**src/rtl/core/first_seen_palette_builder_macros.svh**
```systemverilog
// assertion macros for the first-seen palette builder
// clocked on clk and disabled during rst of the module that uses them
`ifndef FIRST_SEEN_PALETTE_BUILDER_MACROS_SVH
`define FIRST_SEEN_PALETTE_BUILDER_MACROS_SVH

// same-cycle implication
`define FSPB_ASSERT_IMPL(label, ante, cons, msg) \
  label: assert property (@(posedge clk) disable iff (rst) (ante) |-> (cons)) \
    else $error(msg);

// next-cycle implication
`define FSPB_ASSERT_NEXT(label, ante, cons, msg) \
  label: assert property (@(posedge clk) disable iff (rst) (ante) |=> (cons)) \
    else $error(msg);

`endif

```
**src/rtl/core/fspb_pkg.sv**
```systemverilog
// shared types, sizes and color expansion functions for the palette builder
// no dependencies
package fspb_pkg;

  localparam int CAPACITY    = 256;
  localparam int IDX_W       = (CAPACITY > 1) ? $clog2(CAPACITY) : 1;
  localparam int CNT_W       = $clog2(CAPACITY + 1);
  localparam int PIX_W       = 16;
  localparam int MAP_DEPTH   = 2 ** PIX_W;
  localparam int QUEUE_DEPTH = 4;
  localparam int QPTR_W      = $clog2(QUEUE_DEPTH);

  // reciprocals for the rounded expansion, exact over the whole input range
  localparam int RECIP_SHIFT = 20;
  localparam int RECIP31     = (2 ** RECIP_SHIFT + 30) / 31;
  localparam int RECIP63     = (2 ** RECIP_SHIFT + 62) / 63;

  typedef struct packed {
    logic [PIX_W-1:0] pixel_565;
    logic             new_set;
  } pix_t;

  typedef struct packed {
    logic [7:0] red;
    logic [7:0] green;
    logic [7:0] blue;
    logic       is_new;
    logic [7:0] colour_index;
    logic [8:0] colour_count;
    logic       overflow;
  } res_t;

  typedef struct packed {
    logic [PIX_W-1:0] pixel_565;
    logic             new_set;
    logic [7:0]       red;
    logic [7:0]       green;
    logic [7:0]       blue;
  } ent_t;

  typedef enum logic [1:0] {
    BK_CLEAR,
    BK_IDLE,
    BK_MAP,
    BK_DECIDE
  } bk_state_t;

  // (v*255+15)/31
  function automatic logic [7:0] expand5(input logic [4:0] v);
    logic [13:0] x;
    logic [29:0] p;
    x = 14'(v) * 14'd255 + 14'd15;
    p = 30'(x) * 30'(RECIP31);
    return p[RECIP_SHIFT +: 8];
  endfunction

  // (v*255+31)/63
  function automatic logic [7:0] expand6(input logic [5:0] v);
    logic [13:0] x;
    logic [29:0] p;
    x = 14'(v) * 14'd255 + 14'd31;
    p = 30'(x) * 30'(RECIP63);
    return p[RECIP_SHIFT +: 8];
  endfunction

endpackage

```
**src/rtl/core/fspb_front.sv**
```systemverilog
// front stage: takes pixel beats, expands RGB565 to RGB888 and registers them
// depends on fspb_pkg
module fspb_front import fspb_pkg::*; (
  input  logic clk,
  input  logic rst,
  input  logic pix_valid,
  output logic pix_ready,
  input  pix_t pix,
  output logic f_valid,
  input  logic f_ready,
  output ent_t f_ent
);

  assign pix_ready = !f_valid || f_ready;

  always_ff @(posedge clk) begin
    if (rst) begin
      f_valid <= 1'b0;
    end else if (pix_ready) begin
      f_valid <= pix_valid;
    end
  end

  always_ff @(posedge clk) begin
    if (pix_valid && pix_ready) begin
      f_ent.pixel_565 <= pix.pixel_565;
      f_ent.new_set   <= pix.new_set;
      f_ent.red       <= expand5(pix.pixel_565[15:11]);
      f_ent.green     <= expand6(pix.pixel_565[10:5]);
      f_ent.blue      <= expand5(pix.pixel_565[4:0]);
    end
  end

endmodule

```
**config.mk**
```make
export PLATFORM = sky130hd
export DESIGN_NAME = fspb_front
export DESIGN_NICKNAME = d
export VERILOG_FILES = /design/src/rtl/core/first_seen_palette_builder_macros.svh /design/src/rtl/core/fspb_pkg.sv /design/src/rtl/core/fspb_front.sv
export SDC_FILE = /design/constraint.sdc
export NUM_CORES = 1
export LEC_CHECK = 0
export BUFFER_PORTS_ARGS = -buffer_cell sky130_fd_sc_hd__buf_4
export CAP_MARGIN = 15
export CELL_PAD_IN_SITES_DETAIL_PLACEMENT = 1
export CELL_PAD_IN_SITES_GLOBAL_PLACEMENT = 1
export CORE_MARGIN = 10
export CORE_UTILIZATION = 54
export CTS_CLUSTER_SIZE = 8
export DETAILED_ROUTE_END_ITERATION = 16
export PLACE_DENSITY_LB_ADDON = 0.1
export SYNTH_ARGS = -nofsm -noshare
export SYNTH_HDL_FRONTEND = slang
export SYNTH_SLANG_ARGS = --single-unit
```
**constraint.sdc**
```tcl
create_clock -name clk -period 16.03 [get_ports clk]
set_clock_uncertainty 0.1 [all_clocks]
set_input_delay 0 -clock clk [delete_from_list [all_inputs] [get_ports clk]]
set_output_delay 0 -clock clk [all_outputs]
set_load 0.01 [all_outputs]
```
Word-level counts from Yosys, hierarchy flattened --
Cells that the tools add are included.
Operators by class: add/sub/neg operators 3, multiply operators 6, reductions and logical operators 3
Operators with widths (count):
- 14-bit by 15-bit multiplier with 27-bit output (second input constant) | 2
- 13-bit by 4-bit adder with 14-bit output (second input constant) | 2
- 14-bit by 15-bit multiplier with 28-bit output (second input constant) | 1
- 5-bit by 8-bit multiplier with 13-bit output (second input constant) | 2
- 14-bit by 5-bit adder with 14-bit output (second input constant) | 1
- 6-bit by 8-bit multiplier with 14-bit output (second input constant) | 1
- 1-bit logical AND | 1
- 1-bit zero test | 1
- 1-bit logical OR | 1
Storage, ports and cells: flip-flop bits (word level) 42, input bits 21, output and inout bits 43, word-level logic and storage cells 18

Longest topological paths before layout --
Gate-level depths: netlist (run 1).
depth in word-level cells 3, gate-level depth with buffers 33

Least setup slack after synthesis (run 1) --
No wires, ideal clock.
kind input to register, start in pix[14] (netlist name), end reg f_ent[23] (netlist name), data pin, setup time 268 ps, arrival time 6814 ps, data required time 15662 ps, slack 8848 ps, stages on the path 30, path buffers 0, path through fa_1 > inv_1 > fa_1 > fa_1 > inv_1 > ha_1 > a21oi_1 > o21bai_1 > a21oi_1 > o21a_1 > nor2_1 > a211oi_1 > a21oi_1 > ha_1 > inv_1 > fa_1 > inv_1 > ha_1 > ha_1 > inv_1 > fa_1 > inv_1 > ha_1 > a211oi_1 > nor2_1 > or4_4 > a31oi_4 > nor2_2 > a2111oi_4 > xnor3_1
Between the ends: word-level cells in the longest chain between the ends 3
RTL lines:
- start, declared | line fspb_front.sv:8 | input pix_t pix,
- 5-bit by 8-bit multiplier with 13-bit output | line fspb_pkg.sv:52 | x = 14'(v) * 14'd255 + 14'd15;
- 13-bit by 4-bit adder with 14-bit output | line fspb_pkg.sv:52
- 14-bit by 15-bit multiplier with 27-bit output | line fspb_pkg.sv:53 | p = 30'(x) * 30'(RECIP31);
- end, declared | line fspb_front.sv:11 | output ent_t f_ent
Every way passes these cells. A chain may end at the register's enable or synchronous reset.

Worst setup path after layout (run 1) --
start in pix[6] (netlist name), end reg f_ent[15] (netlist name), data pin
Between the ends: word-level cells in the longest chain between the ends 3
RTL lines:
- 6-bit by 8-bit multiplier with 14-bit output | line fspb_pkg.sv:61 | x = 14'(v) * 14'd255 + 14'd31;
- 14-bit by 5-bit adder with 14-bit output | line fspb_pkg.sv:61
- 14-bit by 15-bit multiplier with 28-bit output | line fspb_pkg.sv:62 | p = 30'(x) * 30'(RECIP63);
Every way passes these cells.

==> out/qor_table.md, run 1 <==
| Quantity | Reported |
| --- | --- |
| Final Wtd Congestion | 0.853 |
| RSZ-0062 raised after global routing | false |
| Cell area after synthesis | 9000 µm² |
| Beginning of the worst register-to-register path | f_valid |
| Synthesized netlist net count | 1,263 |
| Actual slew at the worst max-slew pin | 1120 ps |
| Hold Buf Count CTS | 19 |
| Leading area contributor after synthesis | ha_1 |
| Outcome | finished clean |
| Initial Utilization | 54.7% |
| Post-detailed-placement half-perimeter wirelength | 18,200 µm |
| Endpoint of the most critical setup path | f_ent[15] |
| Clock latency at the later pin of the worst-skew pair | 300 ps |
| Critical Path AT | 8320 ps |
| Setup TNS after final layout | 0 ps |
| Clock tree from TritonCTS | done |
| Critical path fanouts, max | 9 |
| Maximum number of pins on one net before global-route repair | 42 |
| Capture point of the worst reg-to-reg path | f_ent[7] |
| Final routed wire length divided by cell count | 18.1 µm |
| Die W | 149 µm |
| Proportion of synthesized flip-flops having asynchronous set or reset | 0% |
| Adder-Cell Fraction of Synth Area | 56.8% |
| Number of antenna violations at the first check in global routing | 0 |
| Top cell type's share of synthesized area | 41.4% |
| Count of antenna-violating nets left after detailed routing | 0 |
| Seq/Total Area, Yosys | 13.9% |
| Total of max-cap violations | 0 |
| Worst R2R Path Depth | 2 |
| Number of detailed-routing iterations run before antenna repair | 4 |
| Library cell appearing most often on the critical path | ha_1 |
| Fillcell total | 1,830 |
| Post-placement setup slack | 7920 ps |
| Yosys synthesis warning count | 0 |
| Number of standard cells after synthesis | 875 |
| Maximum operating frequency | 119 MHz |
| Hold violation total from the final report | 0 |
| Iteration-0 DRC Markers | 156 |
| Dominant combinational cell family by area after synthesis | adder cells |
| WS Path Type | in2reg |
| Fin util | 61.2% |
| Slew Limit Fails | 0 |
| Buffers from clock root to sink, at most | 2 |
| Die H | 149 µm |
| Final cycle utilization of the critical path | 52.4% |
| Slowest Stage Delay on Critical Path | 560 ps |
| Cell Rows | 47 |
| Synthesis-to-finish area growth | 12.0% |
| Wirelength, routed | 21,500 µm |
| Total number of H-tree levels | 2 |
| Number of remaining DRC errors | 0 |
| Syn avg cell area | 10.3 µm² |
| Fraction of the mapped netlist area in compound gates | 9.34% |
| Cell at the root of the clock tree | clkbuf_16 |
| Ratio of routed vias to standard cells | 5.46 |
| Setup slack after layout | 7630 ps |
| Aggregate global routing overflow | 0 |
| Element type at the critical path end | flop |
| Required @ worst endpoint | 15,960 ps |
| Minimum clock period after layout | 8400 ps |
| Number of CTS-inserted buffers | 5 |
| Clock slew at the register clock pins of the worst setup and hold paths | 60 ps |
| Post-cts repair resize count | 0 |
| I/O pin count | 64 |
| Synthesized-area fraction occupied by and/or/nand/nor cells | 5.55% |
| Post-CTS setup buffer count | 0 |
| Min-Delay Path Class | in2out |
| Tot GR Track Use | 20.1% |
| Nets | 1,352 |
| Final setup violating endpoints | 0 |
| Rel. slew slack | 25.6% |
| Global-route wire length before repair | 36,400 µm |
| XOR/XNOR Fraction of Synth Area | 6.82% |
| Die Area | 22,200 µm² |
| Area of placed instances | 9750 µm² |
| Number of flops mapped to enable cells by yosys | 41 |
| Post-route cell area | 10,100 µm² |
| Setup slack, reg-to-reg | 14,150 ps |
| Fraction of final layout cells with drive strength greater than 1 | 8.81% |
| Total number of vias | 6,467 |
| Startpoint class of the critical path | primary input |
| Count of input and output buffers | 63 |
| Cell with the biggest individual delay on the critical path | fa_1 |
| Final antenna diode count | 0 |
| Critical path origin | pix[6] |
| Vias in the first global route | 7,533 |
| Cell variety after synth | 52 |
| Sink count of the clock tree | 42 |
| Core Area | 16,500 µm² |
| Primary FF master, synth | edfxtp_1 |
| Mux cell area share after synthesis | 0.334% |
| Flop and latch count out of synthesis | 42 |
| Top area cells in the synthesized netlist | ha_1 (41%), fa_1 (15%), edfxtp_1 (14%) |
## worst min-delay path by stage
stage	start	to	depth (start not counted)
finish	f_ready	pix_ready	3
global route	f_ready	pix_ready	3
global placement	rst	f_valid	2
floorplan	rst	f_valid	1
CTS	f_ready	pix_ready	3
detailed placement	rst	f_valid	2
## layout by cell type, fill, tap and decap left out, types with 2 or more instances in the layout
cell type and n:
a2111oi_0 2, a211o_1 2, a211oi_1 8, a21o_1 16, a21oi_1 43, a31oi_1 4, and2_1 3, and2_2 2
and3_1 8, buf_4 63, clkbuf_16 5, dlygate4sd3_1 19, edfxtp_1 41, fa_1 69, ha_1 298, inv_1 175
mux2i_1 3, nand2_1 20, nand2b_1 4, nand3_1 6, nand4_1 5, nor2_1 26, nor3_1 9, nor4_1 2
o21a_1 6, o21ai_0 18, o21bai_1 8, o311a_1 2, o31a_1 2, o41ai_1 2, or2_2 2, or3_1 2
xnor2_1 44, xnor3_1 2, xor2_1 21
## synthesized netlist by cell type (all sizes together), types with 6 or more instances
master,instances
edfxtp,41
a21oi,43
nor2,27
a211oi,8
inv,175
o21ai,19
nor3,9
nand3,6
fa,69
a21o,17
and3,9
o21a,6
xnor2,44
o21bai,8
xor2,21
nand2,20
ha,298
## worst max-delay path, delay by kind of cell
family	cells	cell delay, ps
AOI/OAI and AO/OA	9	2010
xor gates and xnor gates	2	540
adders and majority gates	11	4090
buffers and inverters	8	1150
and+or+nand+nor	2	510
## cell families after synthesis
group | after synthesis
fa+ha+maj | 367
flops | 42
simple gates | 97
xor+xnor | 67
compound gates | 124
mux | 3
buf+inv | 175
## layout make-up
type / count / area [µm²] / share of cell area, %
timing repair buffer: 82 / 663 / 6.58
clock inverter: 2 / 13.8 / 0.136
sequential: 42 / 1250 / 12.4
inverter: 175 / 657 / 6.51
tap: 220 / 275 / 2.73
clock buffer: 6 / 129 / 1.28
multi-input combinational: 658 / 7100 / 70.4
## sequential cells by signal, summed over array words and instances (netlist names)
register  cells
f_ent        41
f_valid       1
## routing by layer
layer / vias up / part of all wire, % / track usage (%) / wire, µm
li1: 3179 / - / - / -
met1: 3213 / 44 / 23.8 / 9390
met2: 54 / 53 / 37.1 / 11300
met3: 21 / 2.1 / 2.79 / 454
met4: 0 / 1.6 / 4.81 / 344
met5: - / 0 / 0 / 0
## through the flow
stage	instances	hold slack (ps)
floorplan	875	-30.9
global placement	1158	53.7
detailed placement	1158	56.8
CTS	1185	260
global route	1185	304
finish	1185	271
Power of run 1 is left out: the tool's default activity adds up to more than one toggle a clock period on the data nets, which glitch-free logic cannot reach.
==> run 2: changes to the inputs <==
--- a/config.mk
+++ b/config.mk
@@ -5,12 +5,13 @@
 export SDC_FILE = /design/constraint.sdc
 export NUM_CORES = 1
 export LEC_CHECK = 0
+export ABC_AREA = 1
 export BUFFER_PORTS_ARGS = -buffer_cell sky130_fd_sc_hd__buf_4
 export CAP_MARGIN = 15
 export CELL_PAD_IN_SITES_DETAIL_PLACEMENT = 1
 export CELL_PAD_IN_SITES_GLOBAL_PLACEMENT = 1
 export CORE_MARGIN = 10
-export CORE_UTILIZATION = 54
+export CORE_UTILIZATION = 48
 export CTS_CLUSTER_SIZE = 8
 export DETAILED_ROUTE_END_ITERATION = 16
 export PLACE_DENSITY_LB_ADDON = 0.1
==> constraint.sdc (replaced) <==
create_clock -name clk -period 8.3 [get_ports clk]
set_clock_uncertainty 0.1 [all_clocks]
set_input_delay 0 -clock clk [delete_from_list [all_inputs] [get_ports clk]]
set_output_delay 0 -clock clk [all_outputs]
set_load 0.01 [all_outputs]
==> run 2 against run 1 <==
  * Critical path type unchanged
  * Non-clock buffer count grew 1
  * Sequential cell count is the same
  * Cell area grew 20%
  * Critical path depth grew 4
  * Hold slack lost 240 ps
==> out/qor_table.md, run 2 <==
| Quantity | Reported |
| --- | --- |
| WS Path Type | in2reg |
| Core Area | 22,500 µm² |
| Sequential cell area | 1250 µm² |
| Required @ worst endpoint | 8270 ps |
| Clock latency at the later pin of the worst-skew pair | 310 ps |
| Critical Path AT | 7750 ps |
| RSZ-0062 raised after global routing | false |
| Cell at the root of the clock tree | clkbuf_16 |
| Synthesis-to-finish area growth | 11.1% |
| Hold path endpoint | f_ent[24] |
| Final Wtd Congestion | 0.883 |
| Area of placed instances | 11,700 µm² |
| Initial Utilization | 48.4% |
| Leading area contributor after synthesis | ha_1 |
| Seq/Total Area, Yosys | 11.5% |
| Actual slew at the worst max-slew pin | 622 ps |
| Rel. slew slack | 58.2% |
| Flop and latch count out of synthesis | 42 |
| Top area cells in the synthesized netlist | ha_1 (34%), fa_1 (13%), edfxtp_1 (11%) |
| Global-route wire length before repair | 50,300 µm |
| Nets | 1,927 |
| Proportion of synthesized flip-flops having asynchronous set or reset | 0% |
| Hold violation total from the final report | 0 |
| Cell with the biggest individual delay on the critical path | fa_1 |
| Cell Rows | 55 |
| Final cycle utilization of the critical path | 93.8% |
| Number of flops mapped to enable cells by yosys | 41 |
| Iteration-0 DRC Markers | 323 |
| Most numerous cell in the Yosys netlist | inv_1 |
| Clock tree from TritonCTS | done |
| Count of input and output buffers | 63 |
| Buffers from clock root to sink, at most | 2 |
| Capture point of the worst reg-to-reg path | f_ent[25] |
| Commonest non-fill, non-tap cells in the layout | inv_1 (328), nand2_1 (319), ha_1 (298) |
| Number of antenna violations at the first check in global routing | 0 |
| Worst R2R Path Depth | 2 |
| Gr busiest metal | met2 |
| Wirelength, routed | 29,800 µm |
| Number of detailed-routing iterations run before antenna repair | 4 |
| Met2 track demand over resource | 36.8% |
| Setup slack, reg-to-reg | 6590 ps |
| I/O pin count | 64 |
| Post-route cell area | 12,100 µm² |
| Maximum operating frequency | 128 MHz |
| Aggregate global routing overflow | 0 |
| Synthesized netlist net count | 1,837 |
| Total number of vias | 9,428 |
| Total of max-cap violations | 0 |
| Most flop-heavy register | f_ent |
| Vias in the first global route | 10,400 |
| Total number of H-tree levels | 2 |
| Depth of the worst hold-timing path | 3 |
| Cell variety after synth | 27 |
| Slew Limit Fails | 0 |
| Final routed wire length divided by cell count | 16.3 µm |
| Syn avg cell area | 7.52 µm² |
| Primary FF master, synth | edfxtp_1 |
| Final setup violating endpoints | 0 |
| Worst hold-check slack | 30.3 ps |
| Final antenna diode count | 0 |
| Number of remaining DRC errors | 0 |
| Minimum clock period after layout | 7780 ps |
| Number of standard cells after synthesis | 1,449 |
| Critical path fanouts, max | 9 |
| Startpoint class of the critical path | primary input |
| Fraction of final layout cells with drive strength greater than 1 | 4.94% |
| Post-CTS setup buffer count | 0 |
| Slowest Stage Delay on Critical Path | 560 ps |
| Critical hold path startpoint | pix_valid |
| Setup TNS after final layout | 0 ps |
| Die H | 171 µm |
| Maximum number of pins on one net before global-route repair | 36 |
| Number of CTS-inserted buffers | 5 |
| Clock slew at the register clock pins of the worst setup and hold paths | 80 ps |
| Top cell type's share of synthesized area | 34.2% |
| Yosys synthesis warning count | 0 |
| Tot GR Track Use | 21.1% |
| Outcome | finished clean |
| Max reg flops | 41 |
| Fillcell total | 2,882 |
| Die W | 171 µm |
| Count of antenna-violating nets left after detailed routing | 0 |
| Top flop regs | f_ent (41), f_valid (1) |
| Die Area | 29,100 µm² |
| Met3 Resource Use GR | 3.18% |
| Ratio of routed vias to standard cells | 5.17 |
| Min-Delay Path Class | in2reg |
| Sink count of the clock tree | 42 |
| Element type at the critical path end | flop |
| Met1 usage | 26.9% |
| Cell area after synthesis | 10,900 µm² |
| Most common cell after layout, fill and taps aside | inv_1 |
| Area taken by multi-input logic gates | 8420 µm² |
| Post-detailed-placement half-perimeter wirelength | 26,200 µm |
| Cell types with the highest counts after synthesis | inv_1 (328), nand2_1 (319), ha_1 (298), nor2_1 (98), a21oi_1 (77) |
| Beginning of the worst register-to-register path | f_valid |
==> run 2: cell count changes in the layout (fill, tap and decap cells not counted), moves of 17 or more <==
cell     before  now
nor2_1       26   98
o21ai_0      18   36
nand4_1       5   22
nand2_1      20  319
inv_1       175  328
xnor2_1      44    7
a21oi_1      43   76
nand3_1       6   68
==> run 2: metal layers <==
| metal | part of all wire, % | wire [µm] | up-vias |
|---|---|---|---|
| li1 | - | - | 4816 |
| met1 | 47 | 14100 | 4484 |
| met2 | 48 | 14300 | 101 |
| met3 | 3.1 | 918 | 27 |
| met4 | 1.5 | 448 | 0 |
| met5 | 0 | 0 | - |
==> run 2: repair_timing <==
action,CTS,global route
hold endpoints to repair,18,0
gates resized for setup,0,0
hold buffers,19,0
==> run 2: worst max-delay path by stage <==
stage                     slack, ps  cells past startpoint         to    from
after CTS                       540                     36  f_ent[14]  pix[6]
after floorplan                1700                     34  f_ent[14]  pix[6]
after global placement         1080                     35  f_ent[14]  pix[6]
final                           520                     36  f_ent[14]  pix[6]
after detailed placement        800                     35  f_ent[14]  pix[6]
after global routing             30                     36  f_ent[14]  pix[6]
==> run 2: logic make-up after synthesis <==
family          Yosys count  share of synthesized area [%]
fa+ha+maj               367                           46.9
compound gates          141                           7.09
simple gates            532                           20.0
xor+xnor                 39                           3.21
flops                    42                           11.5
buf+inv                 328                           11.3
==> run 2: area by class of cell <==
cell class	instances	share of cell area [%]
multi-input cells	1079	69.6
clock buffers	5	1.03
inverters	328	10.2
well taps	285	2.95
flip-flops and latches	42	10.3
clock inverters	3	0.362
repair buffers	83	5.54
==> run 2: critical path, delay by kind of cell <==
kind,cells,cell delay [ps]
simple gates,12,1190
fa+ha+maj,12,4560
buf+inv,9,1300
compound gates,3,690
==> run 2: per-stage QoR <==
stage | cells | worst slack, ps | util, %
after floorplan | 1449 | 1700 | -
after global placement | 1798 | 1080 | 52.2
after detailed placement | 1798 | 802 | 52.2
after CTS | 1825 | 544 | 53.8
after global routing | 1825 | 30.6 | 53.8
final | 1825 | 516 | 53.8
Power of run 2 is left out for the same reason.
