==> config.mk <==
export PLATFORM = sky130hd
export DESIGN_NAME = fspb_queue
export DESIGN_NICKNAME = d
export VERILOG_FILES = /design/src/rtl/core/first_seen_palette_builder_macros.svh /design/src/rtl/core/fspb_pkg.sv /design/src/rtl/core/fspb_queue.sv
export SDC_FILE = /design/constraint.sdc
export NUM_CORES = 1
export LEC_CHECK = 0
export BUFFER_PORTS_ARGS = -buffer_cell sky130_fd_sc_hd__buf_2
export CORE_MARGIN = 3
export CORE_UTILIZATION = 59
export CTS_BUF_LIST = sky130_fd_sc_hd__clkbuf_4
export DETAILED_ROUTE_END_ITERATION = 10
export PLACE_DENSITY = 0.82
export SLEW_MARGIN = 20
export SYNTH_ARGS = -nofsm -noshare
export SYNTH_HDL_FRONTEND = slang
export SYNTH_SLANG_ARGS = --single-unit
==> constraint.sdc <==
create_clock -name clk -period 2.6 [get_ports clk]
set_input_delay 0.13 -clock clk [delete_from_list [all_inputs] [get_ports clk]]
set_output_delay 0.13 -clock clk [all_outputs]
set_load 0.01 [all_outputs]
==> src/rtl/core/first_seen_palette_builder_macros.svh <==
// assertion macros for the first-seen palette builder
// clocked on clk and disabled during rst of the module that uses them
`ifndef FIRST_SEEN_PALETTE_BUILDER_MACROS_SVH
`define FIRST_SEEN_PALETTE_BUILDER_MACROS_SVH

// same-cycle implication
`define FSPB_ASSERT_IMPL(label, ante, cons, msg) \
  label: assert property (@(posedge clk) disable iff (rst) (ante) |-> (cons)) \
    else $error(msg);

// next-cycle implication
`define FSPB_ASSERT_NEXT(label, ante, cons, msg) \
  label: assert property (@(posedge clk) disable iff (rst) (ante) |=> (cons)) \
    else $error(msg);

`endif

==> src/rtl/core/fspb_pkg.sv <==
// shared types, sizes and color expansion functions for the palette builder
// no dependencies
package fspb_pkg;

  localparam int CAPACITY    = 256;
  localparam int IDX_W       = (CAPACITY > 1) ? $clog2(CAPACITY) : 1;
  localparam int CNT_W       = $clog2(CAPACITY + 1);
  localparam int PIX_W       = 16;
  localparam int MAP_DEPTH   = 2 ** PIX_W;
  localparam int QUEUE_DEPTH = 4;
  localparam int QPTR_W      = $clog2(QUEUE_DEPTH);

  // reciprocals for the rounded expansion, exact over the whole input range
  localparam int RECIP_SHIFT = 20;
  localparam int RECIP31     = (2 ** RECIP_SHIFT + 30) / 31;
  localparam int RECIP63     = (2 ** RECIP_SHIFT + 62) / 63;

  typedef struct packed {
    logic [PIX_W-1:0] pixel_565;
    logic             new_set;
  } pix_t;

  typedef struct packed {
    logic [7:0] red;
    logic [7:0] green;
    logic [7:0] blue;
    logic       is_new;
    logic [7:0] colour_index;
    logic [8:0] colour_count;
    logic       overflow;
  } res_t;

  typedef struct packed {
    logic [PIX_W-1:0] pixel_565;
    logic             new_set;
    logic [7:0]       red;
    logic [7:0]       green;
    logic [7:0]       blue;
  } ent_t;

  typedef enum logic [1:0] {
    BK_CLEAR,
    BK_IDLE,
    BK_MAP,
    BK_DECIDE
  } bk_state_t;

  // (v*255+15)/31
  function automatic logic [7:0] expand5(input logic [4:0] v);
    logic [13:0] x;
    logic [29:0] p;
    x = 14'(v) * 14'd255 + 14'd15;
    p = 30'(x) * 30'(RECIP31);
    return p[RECIP_SHIFT +: 8];
  endfunction

  // (v*255+31)/63
  function automatic logic [7:0] expand6(input logic [5:0] v);
    logic [13:0] x;
    logic [29:0] p;
    x = 14'(v) * 14'd255 + 14'd31;
    p = 30'(x) * 30'(RECIP63);
    return p[RECIP_SHIFT +: 8];
  endfunction

endpackage

==> src/rtl/core/fspb_queue.sv <==
// short fifo between the front stage and the lookup engine
// depends on fspb_pkg
module fspb_queue import fspb_pkg::*; (
  input  logic clk,
  input  logic rst,
  input  logic push_valid,
  output logic push_ready,
  input  ent_t push_ent,
  output logic pop_valid,
  input  logic pop,
  output ent_t pop_ent
);

  ent_t              q_mem [QUEUE_DEPTH];
  logic [QPTR_W-1:0] wr_ptr;
  logic [QPTR_W-1:0] rd_ptr;
  logic [QPTR_W:0]   fill;
  logic              do_push;
  logic              do_pop;

  assign push_ready = fill != (QPTR_W + 1)'(QUEUE_DEPTH);
  assign pop_valid  = fill != '0;
  assign pop_ent    = q_mem[rd_ptr];
  assign do_push    = push_valid && push_ready;
  assign do_pop     = pop && pop_valid;

  always_ff @(posedge clk) begin
    if (rst) begin
      wr_ptr <= '0;
      rd_ptr <= '0;
      fill   <= '0;
    end else begin
      if (do_push) begin
        wr_ptr <= wr_ptr + 1'b1;
      end
      if (do_pop) begin
        rd_ptr <= rd_ptr + 1'b1;
      end
      if (do_push && !do_pop) begin
        fill <= fill + 1'b1;
      end else if (do_pop && !do_push) begin
        fill <= fill - 1'b1;
      end
    end
  end

  always_ff @(posedge clk) begin
    if (do_push) begin
      q_mem[wr_ptr] <= push_ent;
    end
  end

endmodule

==> After elaboration in Yosys (flattened, before gate mapping) <==
Memories as Yosys holds them, arrays and structs flattened. A register that Yosys moved wholly into a read port is not among the register bits.
Cells that the tools add are included.
{ "classes": {"n_addsub": 4, "n_eq_ne": 1, "muxes": 6, "reduce_logical": 8} }
{ "ops": {"columns": ["operator", "count"], "rows": [
  ["3-bit two-way mux", 2],
  ["2-bit by 1-bit adder with 2-bit output (second input constant)", 2],
  ["1-bit logical AND", 4],
  ["2-bit two-way mux", 2],
  ["3-bit by 1-bit adder with 3-bit output (second input constant)", 1],
  ["3-bit != test (second input constant)", 1],
  ["3-bit nonzero test", 1],
  ["3-bit by 1-bit subtractor with 3-bit output (second input constant)", 1],
  ["1-bit zero test", 2],
  ["1-bit two-way mux", 2],
  ["2-bit nonzero test", 1]
]} }
{ "word_totals": {"regBits": 7, "ram_bits": 164, "in_bits": 45, "out_inout_bits": 43, "word_cells": 23, "n_memories": 1} }
{ "memory_table": {"columns": ["name", "words", "width", "read_ports", "rd_clocked_by_memory_dff", "wr", "line", "source"], "rows": [
  ["q_mem", 4, 41, 1, 1, 1, "fspb_queue.sv:14", "ent_t q_mem [QUEUE_DEPTH];"]
]} }

==> Longest topological paths before layout <==
Gate-level depths: netlist (run 1).
{ "depth": {"depth_word": 6, "ltp_mapped": 8, "mapped_depth_nobuf": 8} }

==> Worst setup path after synthesis (run 1) <==
No wires, ideal clock.
{ "synth_path": {"path_type": "flip-flop to flip-flop", "startpoint": "register fill[0]", "endpoint": "memory q_mem[0][0] in the netlist's numbering, enable pin", "setup_ns": 0.402, "arrival_time_ns": 1.769, "required_ns": 2.198, "slack_ns": 0.429, "path_stages_with_launch": 4, "n_path_buf": 0, "synth_period_minus_slack_ns": 2.171, "path_cell_list": "dfxtp_1 nor2_2 a21boi_4 and2_1"} }
{ "synth_via": {"elab_chain_cells": 4} }
{ "synth_rtl": {"columns": ["item", "line", "source"], "rows": [
  ["start: declaration", "fspb_queue.sv:17", "logic [QPTR_W:0] fill;"],
  ["start signal: assignment", "fspb_queue.sv:40", "fill <= fill + 1'b1;"],
  ["start signal: assignment", "fspb_queue.sv:42", "fill <= fill - 1'b1;"],
  ["3-bit != test", "fspb_queue.sv:21", "assign push_ready = fill != (QPTR_W + 1)'(QUEUE_DEPTH);"],
  ["1-bit logical AND", "fspb_queue.sv:24", "assign do_push = push_valid && push_ready;"],
  ["via do_push", "fspb_queue.sv:18", "logic do_push;"],
  ["1-bit two-way mux", "fspb_queue.sv:48", "if (do_push) begin"],
  ["1-bit two-way mux (not written as such)", "fspb_queue.sv:49", "q_mem[wr_ptr] <= push_ent;"],
  ["end: declaration", "fspb_queue.sv:14", null]
]} }
The timed path passes the listed nets, and every way through them passes these cells.

==> results of run 1 <==
## sequential cells by signal, indices dropped and copies added (netlist names), named ones only
name,flops
fill,3
q_mem,164
wr_ptr,2
rd_ptr,2
## cell usage after synthesis, drive strengths merged
master | number | share of area, %
nand2 | 1 | 0.058
o311ai | 1 | 0.14
mux4 | 41 | 14
mux2 | 1 | 0.17
edfxtp | 164 | 76
nor2 | 8 | 0.50
o31ai | 1 | 0.19
fa | 1 | 0.31
and2 | 4 | 0.39
clkbuf | 1 | 0.058
ha | 5 | 0.97
dfxtp | 9 | 2.8
or3 | 2 | 0.19
a21boi | 1 | 0.29
buf | 10 | 1.8
a21oi | 1 | 0.078
nand2b | 2 | 0.19
xor2 | 4 | 0.54
mux2i | 2 | 0.31
o21ai | 1 | 0.078
inv | 3 | 0.17
## path summary, 6_finish.rpt
path | slack (ns) | cells after the start | end
max | 0.34 | 3 | pop_ent[36]
min | 0.36 | 2 | q_mem[3][17]$_DFFE_PP_
max reg2reg | 0.41 | 8 | fill[2]$_SDFFE_PP0P_
min reg2reg | 0.53 | 2 | wr_ptr[1]$_SDFFE_PP0P_
## final cells by class
type	instances	share of cell area, %
clock inverters	13	2.201
clock buffers	19	1.818
flip-flops and latches	173	65.14
repair buffers	142	13.01
inverters	3	0.1435
well taps	136	2.169
multi-input cells	76	15.52
## worst max-delay path: cells and delay by family (launching register included)
family | cells | cell delay [ns]
buf+inv | 2 | 0.40
flops | 1 | 0.62
mux | 1 | 0.58
## power by group through the flow
stage                     Combinational [mW]  Sequential [mW]  Clock [mW]
after floorplan                         1.28             3.52           0
after global placement                  1.66             3.64           0
after detailed placement                1.69             3.66           0
after CTS                               1.75             3.60        1.63
after global routing                    1.87             3.64        1.76
final                                   1.73             3.60        1.61
## cells by family (layout without fill, tap and decap cells)
logic type	Yosys count	after routing
xor+xnor	4	4
compound gates	5	5
simple gates	17	17
fa+ha+maj	6	6
buf+inv	14	177
flops	173	173
mux	44	44
## per-stage QoR
stage | std cells | util [%] | hold WS, ns
6_report | 562 | 74.98 | 0.3599
5_1_grt | 562 | 74.98 | 0.3070
4_1_cts | 562 | 74.98 | 0.3127
3_5_place_dp | 486 | 67.76 | 0.3502
3_3_place_gp | 486 | 67.76 | 0.3411
2_1_floorplan | 263 | - | 0.2289
## layout by cell type, fill, tap and decap left out
cell           instances
clkinv_1               3
o311ai_0               1
bufinv_16              4
clkinv_2               2
edfxtp_1             164
o21ai_0                1
buf_2                 87
mux4_2                40
clkbuf_4              19
xor2_1                 4
clkinvlp_4             3
nor2_1                 7
dlygate4sd3_1         44
a21boi_4               1
dfxtp_2                1
mux2i_1                2
nand2_1                1
buf_12                 5
nor2_2                 1
or3_1                  2
dfxtp_4                1
mux2_1                 1
a21oi_1                1
clkinv_4               1
mux4_1                 1
buf_4                  6
ha_1                   5
and2_2                 4
nand2b_1               2
dfxtp_1                7
fa_1                   1
o31ai_2                1
inv_1                  3
## routing by layer
layer | global-route usage, % | up-vias | part of all wire, %
met3 | 6.027 | 20 | 5.5
met2 | 35.40 | 109 | 52
met1 | 28.02 | 1672 | 40
li1 | - | 1400 | -
met4 | 6.814 | 0 | 1.7
met5 | 0 | - | 0
==> flow_summary.json, run 1 <==
{
  "outcome": "completed",
  "htree_num_levels": 4,
  "finalWeightedCongestion": 0.7427,
  "hold_path_class": "input pin to register",
  "synthCells": 263,
  "synthMuxAreaShare_pct": 14.87,
  "finalNetCount": 464,
  "fin_worst_skew_ns": 0.01096,
  "synth_top_family_by_area": "multiplexers",
  "synthesis.nets": 314,
  "maxCapViolations": 0,
  "cts_buffers": 17,
  "regArea_um2": 5110,
  "synthDistinctLibCells": 26,
  "core_area_um2": 10460,
  "area_growth_pct": 21.68,
  "antenna_left": 0,
  "powerDensity_nw_per_um2": 884.8,
  "grt_pass1_vias": 3498,
  "path_clk_slew_ns": 0.12,
  "dieHeight_um": 110.5,
  "start_util_pct": 61.62,
  "pre_cts_slack_ns": 0.4306,
  "post_drt_wl_per_cell_um": 21.73,
  "yosys_warnings": 0,
  "worstPathRequired_ns": 2.47,
  "io_pins": 88,
  "synthSimpleGateAreaFrac_pct": 1.339,
  "grt.overflow.total": 0,
  "power_switching_mw": 1.868,
  "swShare_pct": 26.91,
  "fillers": 591,
  "pwr-share-comb_pct": 25.0,
  "post_cts_buffers": 0,
  "drtPass1Iterations": 4,
  "multiInputGateArea_um2": 1217,
  "antenna_found_initial": 0,
  "synthXorXnorAreaFrac_pct": 0.5434,
  "fin_tns_setup_ns": 0,
  "path_cells": "buf_12 -> mux4_1 -> buf_2",
  "synth_compound_area_share_pct": 0.7762,
  "diodes": 0,
  "hold_viol": 0,
  "period_needed_ns": 2.255,
  "start_kind": "register",
  "drc": 0,
  "cts_num_sinks": 173,
  "cp_data_arrival_time_ns": 2.13,
  "ys_seq_area_share_pct": 79.18,
  "setup_viol": 0,
  "drive_above_1_share_pct": 41.31,
  "dieArea_um2": 12220,
  "grt_max_degree": 42,
  "dp_hpwl_um": 7447,
  "syn-cell-area_um2": 6447,
  "period_share_pct": 86.74,
  "hp-start": "push_ent[17]",
  "p_clk_share_pct": 23.2,
  "rsz0062_at_grt": "false",
  "dpl_cell_area_um2": 7089,
  "crit_path_end_kind": "output port",
  "fin_ws_ns": 0.3448,
  "p_int_mw": 5.074,
  "grt_pass1_wl_um": 19550,
  "drt_iter0_markers": 281,
  "synth_fa_ha_area_share_pct": 1.281,
  "fin_total_pwr_mw": 6.941,
  "path_class": "register to output port",
  "crit_slowest_cell": "dfxtp_4",
  "cts_root_buf": "clkbuf_4",
  "cts_resized": 0,
  "syn_avg_cell_area_um2": 24.51,
  "ys_ff_latch": 173,
  "vias": 3201,
  "ctsLongestPathBuffers": 2,
  "worstMarginPinSlew_ns": 0.6007,
  "numPortBuffers": 87,
  "path_max_fanout": 19,
  "finalWirelength_um": 12210,
  "clkLatencyLatePin_ns": 0.51,
  "leakagePower_nw": 2.701,
  "grt_use_total_pct": 21.41,
  "num_rows": 37,
  "maxSlewHeadroom_pct": 59.96,
  "critPathMaxStageDelay_ns": 0.62,
  "final_cell_area_um2": 7845,
  "drv_slew": 0,
  "dieWidth_um": 110.5,
  "viasPerCell": 5.696,
  "fmax_ghz": 0.4434,
  "cts_tree": "done",
  "irDropWorstVdd_uv": 577.6,
  "ctsHoldBuffers": 44,
  "seqPwrFrac_pct": 51.8,
  "r2r-start": "fill[0]$_SDFFE_PP0P_"
}
(Power assumes the default switching activity.)
==> inputs of run 2 (changes only) <==
- ABC_AREA: default -> 1
- PLACE_DENSITY: 0.82 -> 0.81
- SETUP_SLACK_MARGIN: default -> 0.15
==> run 2 against run 1 <==
  * Routed wire length rose by 11%
  * Sequential cell count stayed put
  * Setup slack improved by 0.017 ns
  * Sequential share of layout area shrank 1.1 points
  * Via count up 34%
  * Non-clock buffer count is 2 lower
  * Register-to-register slack gained 0.15 ns
  * Synthesized cell count is 76% higher
  * Combinational power up 9.8%
  * Cell count increased by 33%
  * Largest cell class unchanged
==> flow_summary.json, run 2 <==
{
  "dieArea_um2": 12440,
  "cts_num_sinks": 173,
  "rsz0062_at_grt": "false",
  "core_area_um2": 10560,
  "power_switching_mw": 2.277,
  "hp-start": "push_ent[1]",
  "largest-register": "q_mem",
  "seqPwrFrac_pct": 47.3,
  "dp_hpwl_um": 7061,
  "regArea_um2": 5107,
  "powerDensity_nw_per_um2": 927.2,
  "async_flop_share_pct": 0,
  "swShare_pct": 30.78,
  "drv_slew": 0,
  "path_class": "register to output port",
  "leakagePower_nw": 2.881,
  "ys_ff_latch": 173,
  "fmax_ghz": 0.4468,
  "path_clk_slew_ns": 0.14,
  "finalWirelength_um": 13560,
  "antenna_found_initial": 0,
  "syn_avg_cell_area_um2": 14.16,
  "numPortBuffers": 87,
  "crit_path_end_kind": "output port",
  "dieHeight_um": 111.5,
  "wl_met3_um": 1006,
  "dr.max_layer_used": "met4",
  "ys_seq_area_share_pct": 77.71,
  "drt_iter0_markers": 364,
  "io_pins": 88,
  "irDropWorstVdd_uv": 595.9,
  "yosys_warnings": 0,
  "multiInputGateArea_um2": 1267,
  "area_growth_pct": 21.43,
  "setup_viol": 0,
  "r2r-start": "fill[0]$_SDFFE_PP0P_",
  "met1_length_um": 5251,
  "period_needed_ns": 2.238,
  "synth_edf_count": 164,
  "drc": 0,
  "p_int_mw": 5.119,
  "synthesis.nets": 515,
  "path_max_fanout": 29,
  "viasPerCell": 5.736,
  "cp_data_arrival_time_ns": 2.11,
  "drtPass1Iterations": 5,
  "dpl_cell_area_um2": 7113,
  "grt_pass1_wl_um": 21360,
  "hold_path_class": "input pin to register",
  "antenna_left": 0,
  "maxSlewHeadroom_pct": 59.45,
  "top_regs": "q_mem: 164 flops, fill: 3 flops",
  "fillers": 613,
  "dieWidth_um": 111.5,
  "pwr-share-comb_pct": 25.6,
  "grt_max_degree": 83,
  "synth.most_common_cell": "edfxtp_1",
  "largest_reg_flops": 164,
  "fin_worst_skew_ns": 0.01209,
  "hold_viol": 0,
  "worstPathRequired_ns": 2.47,
  "cts_buffers": 17,
  "cts_tree": "done",
  "drive_above_1_share_pct": 22.75,
  "p_clk_share_pct": 27.0,
  "synthDistinctLibCells": 20,
  "post-synth-top-area-fraction_pct": 74.97,
  "period_share_pct": 86.07,
  "htree_num_levels": 4,
  "maxCapViolations": 0,
  "synthFlopType": "edfxtp_1",
  "final_core_util_pct": 75.57,
  "outcome": "completed",
  "final_cell_area_um2": 7976,
  "clkLatencyLatePin_ns": 0.54,
  "fin_tns_setup_ns": 0,
  "num_rows": 37,
  "post_cts_buffers": 0,
  "cts_root_buf": "clkbuf_4",
  "start_util_pct": 62.23,
  "final_common_cell": "edfxtp_1",
  "syn-cell-area_um2": 6569,
  "synthCells": 464,
  "met2WireLength_um": 7040,
  "finalWeightedCongestion": 0.7428,
  "yosys-top-cells-count": "edfxtp_1, nor2_1, o21ai_1",
  "post_drt_wl_per_cell_um": 18.16,
  "grt_pass1_vias": 4305,
  "finalNetCount": 649,
  "synthTopCellsByArea": "edfxtp_1, nor2_1, o22ai_1, o21ai_1, dfxtp_1",
  "yosys.area.top_type": "edfxtp_1",
  "grt.overflow.total": 0,
  "worstMarginPinSlew_ns": 0.6083,
  "final_cell_mix": "edfxtp_1, nor2_1, buf_2, o21ai_1, dlygate4sd3_1",
  "ctsLongestPathBuffers": 2,
  "grt_use_total_pct": 22.22,
  "diodes": 0,
  "start_kind": "register",
  "vias": 4285
}
run 2: critical path, cell delays in order, from the launching register on:
cell	delay [ns]
dfxtp_2	0.56
buf_4	0.38
o21ai_0	0.15
o22ai_1	0.27
buf_2	0.19
run 2: cells by family after synthesis:
kind of cell,share of synthesized area (%)
AOI/OAI and AO/OA,10.46
adders and majority gates,1.257
xor gates and xnor gates,0.1334
DFF,77.71
buffers and inverters,3.448
and+or+nand+nor,6.990
run 2: power groups by stage:
stage	Sequential, mW	Combinational (mW)	Clock (mW)
3_3_place_gp	3.54	1.76	0
4_1_cts	3.49	1.88	2.01
2_1_floorplan	3.54	1.19	0
3_5_place_dp	3.55	1.81	0
5_1_grt	3.53	2.09	2.14
6_report	3.50	1.90	2.00
run 2: timing repair:
action,CTS,global route
hold buffers,45,0
endpoints found under the hold margin,173,0
resized for setup,0,3
setup endpoints to repair,0,9
run 2: path summary, 6_finish.rpt:
kind | end | slack [ns] | cells past startpoint
worst min register to register | register | 0.52 | 2
worst max-delay path | pop_ent[37] | 0.36 | 4
worst max register to register | fill[2]$_SDFFE_PP0P_ | 0.56 | 13
worst min-delay path | q_mem[3][1]$_DFFE_PP_ | 0.33 | 2
run 2: layout make-up:
class	instances	area share [%]
inverter	16	0.7843
clock buffer	17	1.600
tap	136	2.133
timing repair buffer	140	12.06
sequential	173	64.03
clock inverter	15	3.498
multi-input combinational	250	15.89
run 2: routing by layer:
layer / vias to the layer above / track usage [%]
met5: - / 0
met4: 0 / 10.30
met3: 27 / 6.685
met1: 2076 / 26.74
li1: 1979 / -
met2: 203 / 37.15
run 2: per-stage QoR:
step,hold WS [ns],power [mW],worst slack [ns],std cells
after detailed placement,0.3452,5.362,0.6125,670
final,0.3287,7.396,0.3621,747
after floorplan,0.1991,4.727,-0.2319,464
after global placement,0.3387,5.300,0.7322,670
after CTS,0.2730,7.387,0.2003,747
after global routing,0.2800,7.752,0.2050,747
==> inputs of run 3 (changes only) <==
- GPL_TIMING_DRIVEN: default -> 0
- clock period: 2.6 -> 2.5 ns (I/O delays scaled with it)
==> run 3 against run 2 <==
  * Total power is 0.29% lower
  * Global-route usage is 1.3 points higher
  * Worst hold slack better by 0.010 ns
  * Non-clock buffer count is 21 higher
  * Critical path depth is 9 higher
==> flow_summary.json, run 3 (same netlist as run 2, synthesis figures left out) <==
{
  "grt_use_total_pct": 23.57,
  "cp.buffers_inverters": 3,
  "dp.cells": 691,
  "dpl_cell_area_um2": 7300,
  "swShare_pct": 32.11,
  "period_needed_ns": 2.051,
  "num_rows": 37,
  "irDropWorstVdd_uv": 571.0,
  "start_kind": "register",
  "met2WireLength_um": 7708,
  "vias": 4372,
  "area_growth_pct": 22.32,
  "critPathMaxStageDelay_ns": 0.47,
  "reg2regPathDepth": 13,
  "grt_pass1_wl_um": 22580,
  "hold-worst-slack_ns": 0.3390,
  "p_clk_share_pct": 21.4,
  "io_pins": 88,
  "setup_viol": 0,
  "final_cell_area_um2": 8035,
  "whs_path_depth": 2,
  "dieArea_um2": 12440,
  "start_util_pct": 62.23,
  "htree_num_levels": 4,
  "drc": 0,
  "crit_path_end_kind": "register",
  "cts_num_sinks": 173,
  "crit_slowest_cell": "dfxtp_1",
  "met1_length_um": 5322,
  "cts_tree": "done",
  "antenna_left": 0,
  "wl_met3_um": 970,
  "drive_above_1_share_pct": 24.41,
  "path_cells": "nor2_4 -> nand2_2 -> nand2_2 -> inv_1 -> ha_1 -> inv_1 -> fa_1 -> inv_1 -> nand2_1 -> nand3_1 -> nand2_1 -> nand2_1 -> nor2_1",
  "drv_slew": 0,
  "power_switching_mw": 2.368,
  "post_drt_wl_per_cell_um": 18.58,
  "rsz0062_at_grt": "false",
  "cts_buffers": 17,
  "largest_reg_flops": 164,
  "critPathTopFamily": "simple AND/OR/NAND/NOR gates",
  "maxCapViolations": 0,
  "final_cells": 767,
  "worstPathRequired_ns": 2.94,
  "cp_data_arrival_time_ns": 2.49,
  "hold_viol": 0,
  "ctsLongestPathBuffers": 2,
  "fmax_ghz": 0.4876,
  "hold_path_class": "input pin to register",
  "pwr-share-comb_pct": 29.4,
  "path_clk_slew_ns": 0.14,
  "finalNetCount": 670,
  "finalWeightedCongestion": 0.7427,
  "final_core_util_pct": 76.13,
  "cts_root_buf": "clkbuf_4",
  "finalWirelength_um": 14250,
  "viasPerCell": 5.700,
  "grt.overflow.total": 0,
  "dieWidth_um": 111.5,
  "path_class": "register to register",
  "drtPass1Iterations": 5,
  "final_cell_mix": "edfxtp_1, buf_2, nor2_1, o21ai_1, dlygate4sd3_1",
  "fin_worst_skew_ns": 0.01184,
  "grt_pass1_vias": 4664,
  "post_cts_buffers": 0,
  "maxSlewHeadroom_pct": 46.99,
  "leakagePower_nw": 2.905,
  "dr.max_layer_used": "met4",
  "drt_iter0_markers": 404,
  "p_int_mw": 5.006,
  "numPortBuffers": 87,
  "path_max_fanout": 5,
  "seqPwrFrac_pct": 49.2,
  "fin_total_pwr_mw": 7.375,
  "core_area_um2": 10560,
  "top_regs": "q_mem: 164 flops, fill: 3 flops",
  "largest-register": "q_mem",
  "antenna_found_initial": 0,
  "period_share_pct": 82.03,
  "outcome": "completed",
  "clkLatencyLatePin_ns": 0.52,
  "dp_hpwl_um": 8477,
  "path_depth": 13,
  "dieHeight_um": 111.5,
  "fillers": 631,
  "grt_max_degree": 23,
  "powerDensity_nw_per_um2": 917.8,
  "diodes": 0,
  "worstMarginPinSlew_ns": 0.7933,
  "final_common_cell": "edfxtp_1"
}
run 3: cell count changes in the layout (fill, tap and decap cells not counted), sizes merged:
cell	delta
buf	+21
clkinvlp	+4
bufinv	-4
clkinv	+4
inv	-6
clkbuf	+1
run 3: final cells by class:
class,count,area [um2],area share [%]
sequential,173,5105,63.53
clock buffer,18,135.1,1.682
timing repair buffer,136,980.9,12.21
clock inverter,13,150.1,1.869
inverter,16,60.06,0.7474
tap,136,170.2,2.118
buffer,25,166.4,2.071
multi-input combinational,250,1267,15.77
run 3: final timing paths:
| kind | start | endpoint | slack (ns) |
|---|---|---|---|
| setup / recovery | fill[0]$_SDFFE_PP0P_ | fill[2]$_SDFFE_PP0P_ | 0.45 |
| hold / removal | push_ent[2] | q_mem[2][2]$_DFFE_PP_ | 0.34 |
| setup reg to reg | fill[0]$_SDFFE_PP0P_ | fill[2]$_SDFFE_PP0P_ | 0.45 |
| hold reg to reg | rd_ptr[1]$_SDFFE_PP0P_ | rd_ptr[1]$_SDFFE_PP0P_ | 0.53 |
run 3: stage by stage:
stage | TNS (ns) | setup WS [ns]
3_3_place_gp | -255.15 | -1.588
2_1_floorplan | -54.44 | -0.3319
4_1_cts | 0 | 0.4498
5_1_grt | 0 | 0.2705
3_5_place_dp | 0 | 0.4632
6_report | 0 | 0.4492
run 3: what timing repair did:
item / 4_1_cts / 5_1_grt
resized for setup: 0 / 0
endpoints found under the hold margin: 173 / 0
hold buffers: 45 / 0
run 3: power by group through the flow:
stage,Sequential (mW),Clock [mW],Combinational [mW]
2_1_floorplan,3.68,0,1.24
3_3_place_gp,3.70,0,1.96
3_5_place_dp,3.69,0,2.10
4_1_cts,3.62,1.57,2.17
5_1_grt,3.65,1.70,2.40
6_report,3.63,1.58,2.17
run 3: per-layer routing:
metal	up-vias	track usage, %
met5	-	0
met4	0	11.76
met3	27	6.576
met2	195	40.69
met1	2123	27.09
li1	2027	-
